`src/dual_stack_with_merge_unit_defines.svh`:
```
// Assertion macros shared by the dual stack unit modules.
`ifndef DUAL_STACK_WITH_MERGE_UNIT_DEFINES_SVH
`define DUAL_STACK_WITH_MERGE_UNIT_DEFINES_SVH

// Same-cycle implication, checked out of reset.
`define DSM_ASSERT_NOW(label, ante, cons, msg) \
    label: assert property (@(posedge clk) disable iff (!rst_n) (ante) |-> (cons)) \
        else $error(msg);

// Next-cycle implication, checked out of reset.
`define DSM_ASSERT_NEXT(label, ante, cons, msg) \
    label: assert property (@(posedge clk) disable iff (!rst_n) (ante) |=> (cons)) \
        else $error(msg);

`endif

```
`src/dsm_pkg.sv`:
```
// Shared codes and controller/datapath interface types for the dual stack unit.
package dsm_pkg;

    localparam int CMD_W    = 3;
    localparam int STATUS_W = 3;
    localparam int WORD_W   = 32;

    // Command codes
    localparam logic [CMD_W-1:0] CMD_PUSH_FIRST  = 3'd0;
    localparam logic [CMD_W-1:0] CMD_POP_FIRST   = 3'd1;
    localparam logic [CMD_W-1:0] CMD_PUSH_SECOND = 3'd2;
    localparam logic [CMD_W-1:0] CMD_POP_SECOND  = 3'd3;
    localparam logic [CMD_W-1:0] CMD_VIEW        = 3'd4;
    localparam logic [CMD_W-1:0] CMD_UNIFY       = 3'd5;

    // Result status codes
    localparam logic [STATUS_W-1:0] ST_DONE   = 3'd0;
    localparam logic [STATUS_W-1:0] ST_UNDER  = 3'd1;
    localparam logic [STATUS_W-1:0] ST_OVER   = 3'd2;
    localparam logic [STATUS_W-1:0] ST_EMPTY  = 3'd3;
    localparam logic [STATUS_W-1:0] ST_LISTED = 3'd4;

    // Controller to datapath commands
    typedef struct packed {
        logic                load;
        logic                push_first;
        logic                push_second;
        logic                pop_first;
        logic                pop_second;
        logic                idx_load;
        logic                idx_side;
        logic                idx_dec;
        logic                rd_list;
        logic                merge_rd;
        logic                merge_wr;
        logic                emit;
        logic                emit_elem;
        logic                emit_which;
        logic [STATUS_W-1:0] emit_status;
        logic                emit_last;
    } dsm_ctl_t;

    // Datapath to controller status
    typedef struct packed {
        logic [CMD_W-1:0] cmd;
        logic             first_empty;
        logic             second_empty;
        logic             first_full;
        logic             second_full;
        logic             merge_over;
        logic             idx_zero;
        logic             idx_one;
        logic             side;
        logic             out_free;
    } dsm_stat_t;

endpackage

```
`src/dsm_ram.sv`:
```
// Generic single-write, single-read RAM with registered read data.
module dsm_ram #(
    parameter int WIDTH = 32,
    parameter int DEPTH = 16,
    localparam int AW   = $clog2(DEPTH)
) (
    input  logic             clk,
    input  logic             we,
    input  logic [AW-1:0]    waddr,
    input  logic [WIDTH-1:0] wdata,
    input  logic             re,
    input  logic [AW-1:0]    raddr,
    output logic [WIDTH-1:0] rdata
);

    logic [WIDTH-1:0] mem [DEPTH];
    logic [WIDTH-1:0] rdata_reg;

    // Write port
    always_ff @(posedge clk)
    begin
        if (we)
        begin
            mem[waddr] <= wdata;
        end
    end

    // Registered read port, holds while re is low
    always_ff @(posedge clk)
    begin
        if (re)
        begin
            rdata_reg <= mem[raddr];
        end
    end

    assign rdata = rdata_reg;

endmodule

```
`src/dsm_datapath.sv`:
```
// Datapath: stack memories, counts, list index and result output register.
`include "dual_stack_with_merge_unit_defines.svh"

module dsm_datapath #(
    parameter int DEPTH = 16,
    localparam int AW   = $clog2(DEPTH),
    localparam int CW   = $clog2(DEPTH + 1)
) (
    input  logic                               clk,
    input  logic                               rst_n,
    input  dsm_pkg::dsm_ctl_t                  ctl,
    output dsm_pkg::dsm_stat_t                 stat,
    input  logic [dsm_pkg::CMD_W-1:0]          command,
    input  logic signed [dsm_pkg::WORD_W-1:0]  push_value,
    input  logic                               res_stall,
    output logic                               res_valid,
    output logic signed [dsm_pkg::WORD_W-1:0]  element,
    output logic                               which_stack,
    output logic [dsm_pkg::STATUS_W-1:0]       status,
    output logic                               last
);
    import dsm_pkg::*;

    logic [CMD_W-1:0]         cmd_reg;
    logic [WORD_W-1:0]        val_reg;
    logic [CW-1:0]            first_count_reg, first_count_next;
    logic [CW-1:0]            second_count_reg, second_count_next;
    logic [CW-1:0]            idx_reg, idx_next;
    logic                     side_reg, side_next;
    logic                     res_valid_reg;
    logic signed [WORD_W-1:0] elem_reg;
    logic                     which_reg;
    logic [STATUS_W-1:0]      status_reg;
    logic                     last_reg;

    logic [CW-1:0]     idx_m1;
    logic [CW-1:0]     second_m1;
    logic [WORD_W-1:0] first_rdata;
    logic [WORD_W-1:0] second_rdata;
    logic              out_free;

    assign idx_m1    = idx_reg - CW'(1);
    assign second_m1 = second_count_reg - CW'(1);
    assign out_free  = !res_valid_reg || !res_stall;

    // Stack memories
    dsm_ram #(.WIDTH(WORD_W), .DEPTH(DEPTH)) u_first_ram (
        .clk   (clk),
        .we    (ctl.push_first || ctl.merge_wr),
        .waddr (first_count_reg[AW-1:0]),
        .wdata (ctl.merge_wr ? second_rdata : val_reg),
        .re    (ctl.rd_list && !side_reg),
        .raddr (idx_m1[AW-1:0]),
        .rdata (first_rdata)
    );

    dsm_ram #(.WIDTH(WORD_W), .DEPTH(DEPTH)) u_second_ram (
        .clk   (clk),
        .we    (ctl.push_second),
        .waddr (second_count_reg[AW-1:0]),
        .wdata (val_reg),
        .re    ((ctl.rd_list && side_reg) || ctl.merge_rd),
        .raddr (ctl.merge_rd ? second_m1[AW-1:0] : idx_m1[AW-1:0]),
        .rdata (second_rdata)
    );

    // Count and list index updates
    always_comb
    begin
        first_count_next  = first_count_reg;
        second_count_next = second_count_reg;
        idx_next          = idx_reg;
        side_next         = side_reg;
        if (ctl.push_first || ctl.merge_wr)
        begin
            first_count_next = first_count_reg + CW'(1);
        end
        else if (ctl.pop_first)
        begin
            first_count_next = first_count_reg - CW'(1);
        end
        if (ctl.push_second)
        begin
            second_count_next = second_count_reg + CW'(1);
        end
        else if (ctl.pop_second || ctl.merge_wr)
        begin
            second_count_next = second_m1;
        end
        if (ctl.idx_load)
        begin
            idx_next  = ctl.idx_side ? second_count_reg : first_count_reg;
            side_next = ctl.idx_side;
        end
        else if (ctl.idx_dec)
        begin
            idx_next = idx_m1;
        end
    end

    // Control registers
    always_ff @(posedge clk or negedge rst_n)
    begin
        if (!rst_n)
        begin
            first_count_reg  <= '0;
            second_count_reg <= '0;
            idx_reg          <= '0;
            side_reg         <= 1'b0;
            res_valid_reg    <= 1'b0;
        end
        else
        begin
            first_count_reg  <= first_count_next;
            second_count_reg <= second_count_next;
            idx_reg          <= idx_next;
            side_reg         <= side_next;
            if (ctl.emit)
            begin
                res_valid_reg <= 1'b1;
            end
            else if (!res_stall)
            begin
                res_valid_reg <= 1'b0;
            end
        end
    end

    // Command capture and result payload
    always_ff @(posedge clk)
    begin
        if (ctl.load)
        begin
            cmd_reg <= command;
            val_reg <= push_value;
        end
        if (ctl.emit)
        begin
            if (ctl.emit_elem)
            begin
                elem_reg <= $signed(side_reg ? second_rdata : first_rdata);
            end
            else
            begin
                elem_reg <= '0;
            end
            which_reg  <= ctl.emit_which;
            status_reg <= ctl.emit_status;
            last_reg   <= ctl.emit_last;
        end
    end

    // Status to controller
    always_comb
    begin
        stat.cmd          = cmd_reg;
        stat.first_empty  = (first_count_reg == '0);
        stat.second_empty = (second_count_reg == '0);
        stat.first_full   = (first_count_reg == CW'(DEPTH));
        stat.second_full  = (second_count_reg == CW'(DEPTH));
        stat.merge_over   = (({1'b0, first_count_reg} + {1'b0, second_count_reg})
                             > (CW + 1)'(DEPTH));
        stat.idx_zero     = (idx_reg == '0);
        stat.idx_one      = (idx_reg == CW'(1));
        stat.side         = side_reg;
        stat.out_free     = out_free;
    end

    assign res_valid   = res_valid_reg;
    assign element     = elem_reg;
    assign which_stack = which_reg;
    assign status      = status_reg;
    assign last        = last_reg;

    // Checks
    `DSM_ASSERT_NOW(a_count_bound, 1'b1, (first_count_reg <= CW'(DEPTH)) && (second_count_reg <= CW'(DEPTH)), "stack count above depth")
    `DSM_ASSERT_NOW(a_emit_free, ctl.emit, out_free, "result emitted over a held transaction")
    `DSM_ASSERT_NOW(a_merge_nonempty, ctl.merge_wr, second_count_reg != '0, "merge move from empty second stack")

endmodule

```
`src/dsm_ctrl.sv`:
```
// Controller state machine: sequences push, pop, view and unify commands.
`include "dual_stack_with_merge_unit_defines.svh"

module dsm_ctrl (
    input  logic                clk,
    input  logic                rst_n,
    input  logic                cmd_valid,
    output logic                cmd_stall,
    input  dsm_pkg::dsm_stat_t  stat,
    output dsm_pkg::dsm_ctl_t   ctl
);
    import dsm_pkg::*;

    localparam logic [2:0] S_IDLE = 3'd0;
    localparam logic [2:0] S_EXEC = 3'd1;
    localparam logic [2:0] S_LRD  = 3'd2;
    localparam logic [2:0] S_LEM  = 3'd3;
    localparam logic [2:0] S_MRD  = 3'd4;
    localparam logic [2:0] S_MWR  = 3'd5;

    logic [2:0] state_reg, state_next;
    logic       last_side;

    // View lists both stacks; unify lists only the first
    assign last_side = (stat.cmd == CMD_VIEW) ? stat.side : 1'b1;
    assign cmd_stall = (state_reg != S_IDLE);

    // Next state and datapath commands
    always_comb
    begin
        ctl        = '0;
        state_next = state_reg;
        case (state_reg)
            S_IDLE:
            begin
                if (cmd_valid)
                begin
                    ctl.load   = 1'b1;
                    state_next = S_EXEC;
                end
            end
            S_EXEC:
            begin
                case (stat.cmd)
                    CMD_PUSH_FIRST, CMD_POP_FIRST, CMD_PUSH_SECOND, CMD_POP_SECOND:
                    begin
                        if (stat.out_free)
                        begin
                            ctl.emit        = 1'b1;
                            ctl.emit_last   = 1'b1;
                            ctl.emit_status = ST_DONE;
                            state_next      = S_IDLE;
                            if (stat.cmd == CMD_PUSH_FIRST)
                            begin
                                if (stat.first_full)
                                    ctl.emit_status = ST_OVER;
                                else
                                    ctl.push_first = 1'b1;
                            end
                            else if (stat.cmd == CMD_POP_FIRST)
                            begin
                                if (stat.first_empty)
                                    ctl.emit_status = ST_UNDER;
                                else
                                    ctl.pop_first = 1'b1;
                            end
                            else if (stat.cmd == CMD_PUSH_SECOND)
                            begin
                                ctl.emit_which = 1'b1;
                                if (stat.second_full)
                                    ctl.emit_status = ST_OVER;
                                else
                                    ctl.push_second = 1'b1;
                            end
                            else
                            begin
                                ctl.emit_which = 1'b1;
                                if (stat.second_empty)
                                    ctl.emit_status = ST_UNDER;
                                else
                                    ctl.pop_second = 1'b1;
                            end
                        end
                    end
                    CMD_VIEW:
                    begin
                        ctl.idx_load = 1'b1;
                        ctl.idx_side = 1'b0;
                        state_next   = S_LRD;
                    end
                    CMD_UNIFY:
                    begin
                        if (stat.merge_over)
                        begin
                            if (stat.out_free)
                            begin
                                ctl.emit        = 1'b1;
                                ctl.emit_status = ST_OVER;
                                ctl.emit_last   = 1'b1;
                                state_next      = S_IDLE;
                            end
                        end
                        else
                        begin
                            state_next = S_MRD;
                        end
                    end
                    default:
                    begin
                        state_next = S_IDLE;
                    end
                endcase
            end
            S_LRD:
            begin
                if (stat.idx_zero)
                begin
                    // Empty stack: one status transaction
                    if (stat.out_free)
                    begin
                        ctl.emit        = 1'b1;
                        ctl.emit_which  = stat.side;
                        ctl.emit_status = ST_EMPTY;
                        ctl.emit_last   = last_side;
                        if (last_side)
                        begin
                            state_next = S_IDLE;
                        end
                        else
                        begin
                            ctl.idx_load = 1'b1;
                            ctl.idx_side = 1'b1;
                        end
                    end
                end
                else
                begin
                    ctl.rd_list = 1'b1;
                    state_next  = S_LEM;
                end
            end
            S_LEM:
            begin
                if (stat.out_free)
                begin
                    ctl.emit        = 1'b1;
                    ctl.emit_elem   = 1'b1;
                    ctl.emit_which  = stat.side;
                    ctl.emit_status = ST_LISTED;
                    ctl.emit_last   = last_side && stat.idx_one;
                    ctl.idx_dec     = 1'b1;
                    state_next      = S_LRD;
                    if (stat.idx_one)
                    begin
                        if (last_side)
                        begin
                            state_next = S_IDLE;
                        end
                        else
                        begin
                            ctl.idx_load = 1'b1;
                            ctl.idx_side = 1'b1;
                        end
                    end
                end
            end
            S_MRD:
            begin
                if (stat.second_empty)
                begin
                    ctl.idx_load = 1'b1;
                    ctl.idx_side = 1'b0;
                    state_next   = S_LRD;
                end
                else
                begin
                    ctl.merge_rd = 1'b1;
                    state_next   = S_MWR;
                end
            end
            S_MWR:
            begin
                ctl.merge_wr = 1'b1;
                state_next   = S_MRD;
            end
            default:
            begin
                state_next = S_IDLE;
            end
        endcase
    end

    // State register
    always_ff @(posedge clk or negedge rst_n)
    begin
        if (!rst_n)
        begin
            state_reg <= S_IDLE;
        end
        else
        begin
            state_reg <= state_next;
        end
    end

    // Checks
    `DSM_ASSERT_NOW(a_lem_index, state_reg == S_LEM, !stat.idx_zero, "listing with zero index")
    `DSM_ASSERT_NOW(a_second_view_only, (state_reg == S_LRD) && stat.side, stat.cmd == CMD_VIEW, "second stack listed outside view")
    `DSM_ASSERT_NOW(a_unify_drained, (state_reg == S_LRD) && (stat.cmd == CMD_UNIFY), stat.second_empty, "unify listing before merge finished")

endmodule

```
`src/dual_stack_with_merge_unit.sv`:
```
// Dual stack unit top level: two memory-backed stacks with push, pop, view and unify.
// Push/pop: one transaction, emitted from the execute state once the output is free.
// View: accept and decode, then read and emit each listed word; an empty stack gives one status.
// Unify: accept, move each word of stack two onto stack one (read then write), see stack two drained,
// then list stack one as view does; a refused unify is one transaction like push/pop. Stalls add cycles.
// Reset is asynchronous active low: counts and control clear, memory contents stay undefined.
module dual_stack_with_merge_unit #(
    parameter int DEPTH = 16
) (
    input  logic                               clk,
    input  logic                               rst_n,
    input  logic                               cmd_valid,
    output logic                               cmd_stall,
    input  logic [dsm_pkg::CMD_W-1:0]          command,
    input  logic signed [dsm_pkg::WORD_W-1:0]  push_value,
    output logic                               res_valid,
    input  logic                               res_stall,
    output logic signed [dsm_pkg::WORD_W-1:0]  element,
    output logic                               which_stack,
    output logic [dsm_pkg::STATUS_W-1:0]       status,
    output logic                               last
);
    import dsm_pkg::*;

    dsm_ctl_t  ctl;
    dsm_stat_t stat;

    // Sequencer
    dsm_ctrl u_ctrl (
        .clk       (clk),
        .rst_n     (rst_n),
        .cmd_valid (cmd_valid),
        .cmd_stall (cmd_stall),
        .stat      (stat),
        .ctl       (ctl)
    );

    // Storage and result path
    dsm_datapath #(.DEPTH(DEPTH)) u_datapath (
        .clk         (clk),
        .rst_n       (rst_n),
        .ctl         (ctl),
        .stat        (stat),
        .command     (command),
        .push_value  (push_value),
        .res_stall   (res_stall),
        .res_valid   (res_valid),
        .element     (element),
        .which_stack (which_stack),
        .status      (status),
        .last        (last)
    );

endmodule
```
`config.mk`:
```
export PLATFORM = sky130hd
export DESIGN_NAME = dual_stack_with_merge_unit
export DESIGN_NICKNAME = d
export VERILOG_FILES = /design/src/dsm_pkg.sv /design/src/dsm_ram.sv /design/src/dsm_datapath.sv /design/src/dsm_ctrl.sv /design/src/dual_stack_with_merge_unit.sv
export VERILOG_INCLUDE_DIRS = /design/src /design/src/src
export SDC_FILE = /design/constraint.sdc
export NUM_CORES = 1
export LEC_CHECK = 0
export BUFFER_PORTS_ARGS = -buffer_cell sky130_fd_sc_hd__buf_4
export CAP_MARGIN = 25
export CORE_MARGIN = 4
export CORE_UTILIZATION = 31
export CTS_CLUSTER_SIZE = 40
export DETAILED_ROUTE_END_ITERATION = 7
export RECOVER_POWER = 100
export SYNTH_ARGS = -nofsm -noshare
export SYNTH_HDL_FRONTEND = slang
export SYNTH_SLANG_ARGS = --single-unit
```
`constraint.sdc`:
```
create_clock -name clk -period 15 [get_ports clk]
set_clock_uncertainty 0.2 [all_clocks]
set_input_delay 1.5 -clock clk [delete_from_list [all_inputs] [get_ports clk]]
set_output_delay 1.5 -clock clk [all_outputs]
set_load 0.02 [all_outputs]
```
==> results of run 1 <==
final timing paths:
check	startpoint	to	slack (ps)	cells past startpoint
setup / recovery	u_datapath.second_count_reg[0]	u_datapath.u_second_ram.rdata[30]	4900	13
hold / removal	u_datapath.idx_reg[4]	u_datapath.idx_reg[4]	350	2
setup reg to reg	u_datapath.second_count_reg[0]	u_datapath.u_second_ram.rdata[30]	4900	13
hold reg to reg	u_datapath.idx_reg[4]	u_datapath.idx_reg[4]	350	2
max in group asynchronous	rst_n	u_datapath.second_count_reg[0]	12820	1
min in group asynchronous	rst_n	u_datapath.idx_reg[0]	870	1
critical path, cell delays in order, from the launching register on:
cell	delay (ps)
dfrtp_4	390
clkbuf_1	460
clkbuf_1	3070
clkinv_1	1650
ha_4	840
inv_2	110
buf_4	650
nor3_1	250
nor2_4	150
buf_4	420
buf_4	500
mux4_2	360
nor2b_1	140
or4_1	520
report_power, final:
part | internal, W | switching, W | total [W]
Clock | 0.00165 | 0.00126 | 0.00291
Combinational | 0.00186 | 0.00287 | 0.00474
Sequential | 0.00405 | 0.000270 | 0.00432
cells by family after synthesis:
family,Yosys count
flops,1180
mux,380
fa+ha+maj,18
simple gates,690
compound gates,530
buf+inv,243
xor+xnor,23
per-layer routing:
| metal | track usage [%] | up-vias | routed length, um |
|---|---|---|---|
| met1 | 22.5 | 15241 | 59100 |
| met2 | 26.4 | 1351 | 66500 |
| met4 | 5.13 | 2 | 4530 |
| li1 | - | 12438 | - |
| met3 | 2.99 | 259 | 10500 |
| met5 | 0 | - | 11 |
through the flow:
stage	hold slack (ps)	std cells	instance area, um2	util, %	setup slack [ps]
2_1_floorplan	290	3064	49900	-	8600
3_3_place_gp	324	5138	53200	33.4	8940
3_5_place_dp	322	5140	53200	33.4	8900
4_1_cts	347	5355	57000	35.8	8870
5_1_grt	354	5357	56600	35.6	4590
6_report	346	5359	56600	35.6	4900
cells in the final DEF, fill, tap and decap left out, drive strengths merged, types with 12 or more instances in the layout:
cell,count
dfrtp,20
mux2,47
nand3,108
clkinv,66
nor2,79
buf,51
edfxtp,1160
xnor2,12
a21oi,299
a221oi,18
nor3,74
mux2i,137
ha,15
nor4,46
nand4,19
a2111oi,82
inv,16
a2111o,19
and2,21
o22ai,16
mux4,196
nand2b,17
and3,13
nand2,235
clkbuf,239
o21ai,21
a31oi,12
nor2b,49
area by class of cell:
type	count	area (um2)	share of cell area [%]
clock inverters	85	771	1.36
well taps	2146	2690	4.74
clock buffers	130	3040	5.36
flip-flops and latches	1180	35300	62.4
multi-input cells	1641	13800	24.4
repair buffers	160	955	1.69
inverters	15	56.3	0.0994
diodes	2	5.00	0.00884
==> impl_metrics.tcl, run 1 <==
set metrics [dict create \
    asyncSetResetFlopFracSynth_pct 1.69 \
    yosysTopAreaCellShare_pct 69.8 \
    io_buffer_count 77 \
    cts.clk_slew.worst_paths_ps 60 \
    seq_area_frac_synth_pct 70.8 \
    detailed_route_via_count 29291 \
    ctsRootBufferMaster "clkbuf_16" \
    row_count 146 \
    fmaxAchievable_mhz 99.0 \
    antenna_violations_before_repair 13 \
    cts_inserted_buffers 117 \
    setup-violations-final 0 \
    drv_cap 27 \
    p_per_area_mw_per_mm2 211 \
    layout-area-overhead-vs-synth_pct 13.5 \
    synth_common_cells "edfxtp_1 (1160), a21oi_1 (298), nand2_1 (234)" \
    cts-root-to-sink-buffers 3 \
    ctsResizeCount 0 \
    syn-cell-area_mm2 0.0499 \
    outcome "finished, violations left" \
    drt_pass1_iterations 6 \
    finalPower_w 0.0120 \
    cts_tree "done" \
    slew_headroom_pct -189 \
    avgRoutedWirePerCell_um 26.2 \
    die_height_um 409 \
    cp_data_required_time_ps 15230 \
    drt_via_density 5.47 \
    grt_max_degree 218 \
    synth_compound_gate_area_share_pct 6.78 \
    yosys-top-cells-area "edfxtp_1 (70%), mux4_2 (8.8%), a21oi_1 (3.0%)" \
    post_cts_buffers 0 \
    syn-instance-count 3064 \
    grt_overflow_total 0 \
    rsz0062_at_grt "no" \
    syn_avg_cell_area_um2 16.3 \
    dieArea_mm2 0.167 \
    vdd.ir_drop.worst_uv 255 \
    final_layout_size_suffix_gt1_share_pct 16.2 \
    postRouteAntennaNets 0 \
    grt_pass1_vias 28715 \
    fillerInstances 14856 \
    worstSkewPairLatency_ps 710 \
    gr-usage-all-layers_pct 16.4 \
    final-hold-violation-count 0 \
    synth_simple_gate_area_share_pct 6.79 \
    main_combinational_cell_family_by_area_after_synthesis "multiplexers" \
    timing.critical_path.arrival_ps 10330 \
    floorplan.initialDensity_pct 31.4 \
    worst_setup_path_end_kind "register" \
    synth_top_area_cell "edfxtp_1" \
    tightestPinTransition_ps 4340 \
    violations "capacitance limit, slew limit" \
    critPathKind "register to register" \
    finalCriticalPeriod_ps 10100 \
    gpl.final_weighted_congestion 0.821 \
    holdBufCountCts 0 \
    setup.worst_path.start_class "register" \
    drc 0 \
    synth_cell_types 74 \
    finalNetCount 3171 \
    layout_top_registers "u_datapath.u_first_ram.mem (512), u_datapath.u_second_ram.mem (512)" \
    register_bit_total_from_synthesis 1180 \
    timing.hold.worst.class "register to register" \
    ys.flop_type "edfxtp_1" \
    finalWirelength_um 141000 \
    synth.most_common_cell "edfxtp_1" \
    path_max_fanout 77 \
    final_min_period_over_clock_period_pct 67.3 \
    synthAdderAreaFrac_pct 0.476 \
    cts_htree_levels 3 \
    synth_enable_flop_cells 1160 \
    grt_first_pass_wirelength_um 205000 \
    power.leakage_nw 17.7 \
    post_synth_xor_area_fraction_pct 0.419 \
    detailed_place_hpwl_um 74500 \
    ios 78 \
    initialDrtViolationCount 3568 \
    coreArea_mm2 0.159 \
    multiplexer_fraction_of_the_synthesized_cell_area_pct 12.7 \
    syn_nets 3120 \
    die_width_um 409 \
    timing_max_transition_violations_final 970 \
    cts.sinks 1180 \
    setup-tns-final_ps 0 \
    ys_warn_count 0 \
]
Note: power is estimated with default switching activity, not from simulation.
==> run 2: changes to the inputs <==
==> constraint.sdc (replaced) <==
create_clock -name clk -period 10.3 [get_ports clk]
set_clock_uncertainty 0.2 [all_clocks]
set_input_delay 1.03 -clock clk [delete_from_list [all_inputs] [get_ports clk]]
set_output_delay 1.03 -clock clk [all_outputs]
set_load 0.02 [all_outputs]
==> impl_metrics.tcl, run 2 (synthesis results as in run 1) <==
set metrics [dict create \
    outcome "finished, violations left" \
    violations "capacitance limit, slew limit" \
    power.leakage_nw 17.6 \
    worst_min_delay_path_startpoint "push_value[11]" \
    timing.critical_path.cells "clkinv_1 > clkbuf_1 > ha_1 > or4b_1 > nand2_8 > a21o_4 > buf_4 > mux4_2 > nor2b_1 > or4_1" \
    timing.critical_path.arrival_ps 7740 \
    avgRoutedWirePerCell_um 25.6 \
    worst_reg_to_reg_setup_slack_ps 2790 \
    regToRegStartpoint "u_datapath.second_count_reg[0]" \
    cts.sinks 1180 \
    finalPower_w 0.0174 \
    setup-tns-final_ps 0 \
    die_width_um 409 \
    gpl.final_weighted_congestion 0.791 \
    drc 0 \
    ctsRootBufferMaster "clkbuf_16" \
    ctsResizeCount 0 \
    die_height_um 409 \
    cts.clk_slew.worst_paths_ps 60 \
    postRouteAntennaNets 0 \
    grt_pass1_vias 28436 \
    critPathKind "register to register" \
    drt_via_density 5.43 \
    initialDrtViolationCount 3071 \
    row_count 146 \
    timing.rr.end "u_datapath.u_second_ram.rdata[30]" \
    coreArea_mm2 0.159 \
    detailed_route_via_count 29044 \
    timing.hold.worst.class "primary input to register" \
    detailed_place_hpwl_um 73400 \
    holdPathEnd "u_datapath.val_reg[11]" \
    holdBufCountCts 1 \
    cts-root-to-sink-buffers 3 \
    drv_cap 28 \
    path_max_fanout 98 \
    cp.buffers_inverters 3 \
    crit_slowest_cell "clkbuf_1" \
    cp_data_required_time_ps 10520 \
    floorplan.initialDensity_pct 31.4 \
    dieArea_mm2 0.167 \
    setup-violations-final 0 \
    finalNetCount 3168 \
    slew_headroom_pct -139 \
    final_min_period_over_clock_period_pct 73.0 \
    path_delay_family "simple AND/OR/NAND/NOR gates" \
    mostFrequentLayoutCell "edfxtp_1" \
    worst_setup_path_end_kind "register" \
    setup.worst_path.start_class "register" \
    final_layout_size_suffix_gt1_share_pct 15.5 \
    ios 78 \
    drt_pass1_iterations 6 \
    worstSkewPairLatency_ps 730 \
    post-route-cell-area_mm2 0.0566 \
    ff2ff_path_depth 10 \
    timing_max_transition_violations_final 936 \
    layout_top_registers "u_datapath.u_first_ram.mem (512), u_datapath.u_second_ram.mem (512)" \
    critical_path_max_stage_delay_ps 1200 \
    placement.cell_area_mm2 0.0531 \
    grt_overflow_total 0 \
    p_per_area_mw_per_mm2 307 \
    antenna_violations_before_repair 7 \
    grt_first_pass_wirelength_um 199000 \
    fmaxAchievable_mhz 133 \
    cts_htree_levels 3 \
    grt_max_degree 123 \
    rsz0062_at_grt "no" \
    gr-usage-all-layers_pct 15.9 \
    cts_tree "done" \
    finalCriticalPeriod_ps 7510 \
    io_buffer_count 77 \
    tightestPinTransition_ps 3590 \
    finalWirelength_um 137000 \
    layout.cells.most_common_list "edfxtp_1 (1160), a21oi_1 (298), nand2_1 (234)" \
    antenna_cells_inserted 0 \
    cts_inserted_buffers 119 \
    post_cts_buffers 0 \
    final-hold-violation-count 0 \
    vdd.ir_drop.worst_uv 478 \
    hold-path-cell-count 1 \
    layout-area-overhead-vs-synth_pct 13.5 \
]
run 2: layout make-up:
class | count | area, um2
well taps | 2146 | 2690
clock buffers | 141 | 3060
fillers | 14845 | 102000
multi-input cells | 1641 | 13800
inverters | 15 | 56.3
flip-flops and latches | 1180 | 35300
repair buffers | 155 | 871
clock inverters | 72 | 857
run 2: where the power goes:
part,internal (W),switching (W)
sequential,0.00590,0.000386
combinational,0.00260,0.00413
clock,0.00250,0.00185
run 2: how the worst max path moves through the flow:
stage / start / to / depth (start not counted)
after floorplan: u_datapath.second_count_reg[0] / u_datapath.u_second_ram.mem[0][0] / 10
final: u_datapath.second_count_reg[0] / u_datapath.u_second_ram.rdata[30] / 10
after global placement: u_datapath.second_count_reg[0] / u_datapath.u_second_ram.rdata[30] / 10
after detailed placement: u_datapath.second_count_reg[0] / u_datapath.u_second_ram.rdata[30] / 10
after global routing: u_datapath.second_count_reg[0] / u_datapath.u_second_ram.rdata[30] / 10
after CTS: u_datapath.second_count_reg[0] / u_datapath.u_second_ram.rdata[30] / 10
run 2: stage by stage:
step           utilization (%)  setup slack (ps)  std cells  hold WS [ps]
2_1_floorplan                -              3900       3064           290
3_3_place_gp              33.4              4730       5136           313
3_5_place_dp              33.4              4680       5136           332
4_1_cts                   35.9              4610       5350           226
5_1_grt                   35.6              2420       5350           251
6_report                  35.6              2790       5350           299
run 2: routing by layer:
metal / vias to the layer above / global-route usage, % / share of wire (%)
met5: - / 0 / 0
met4: 0 / 4.59 / 2.6
met3: 220 / 2.28 / 6.9
met2: 1299 / 26.5 / 49
met1: 15114 / 21.8 / 42
li1: 12411 / - / -
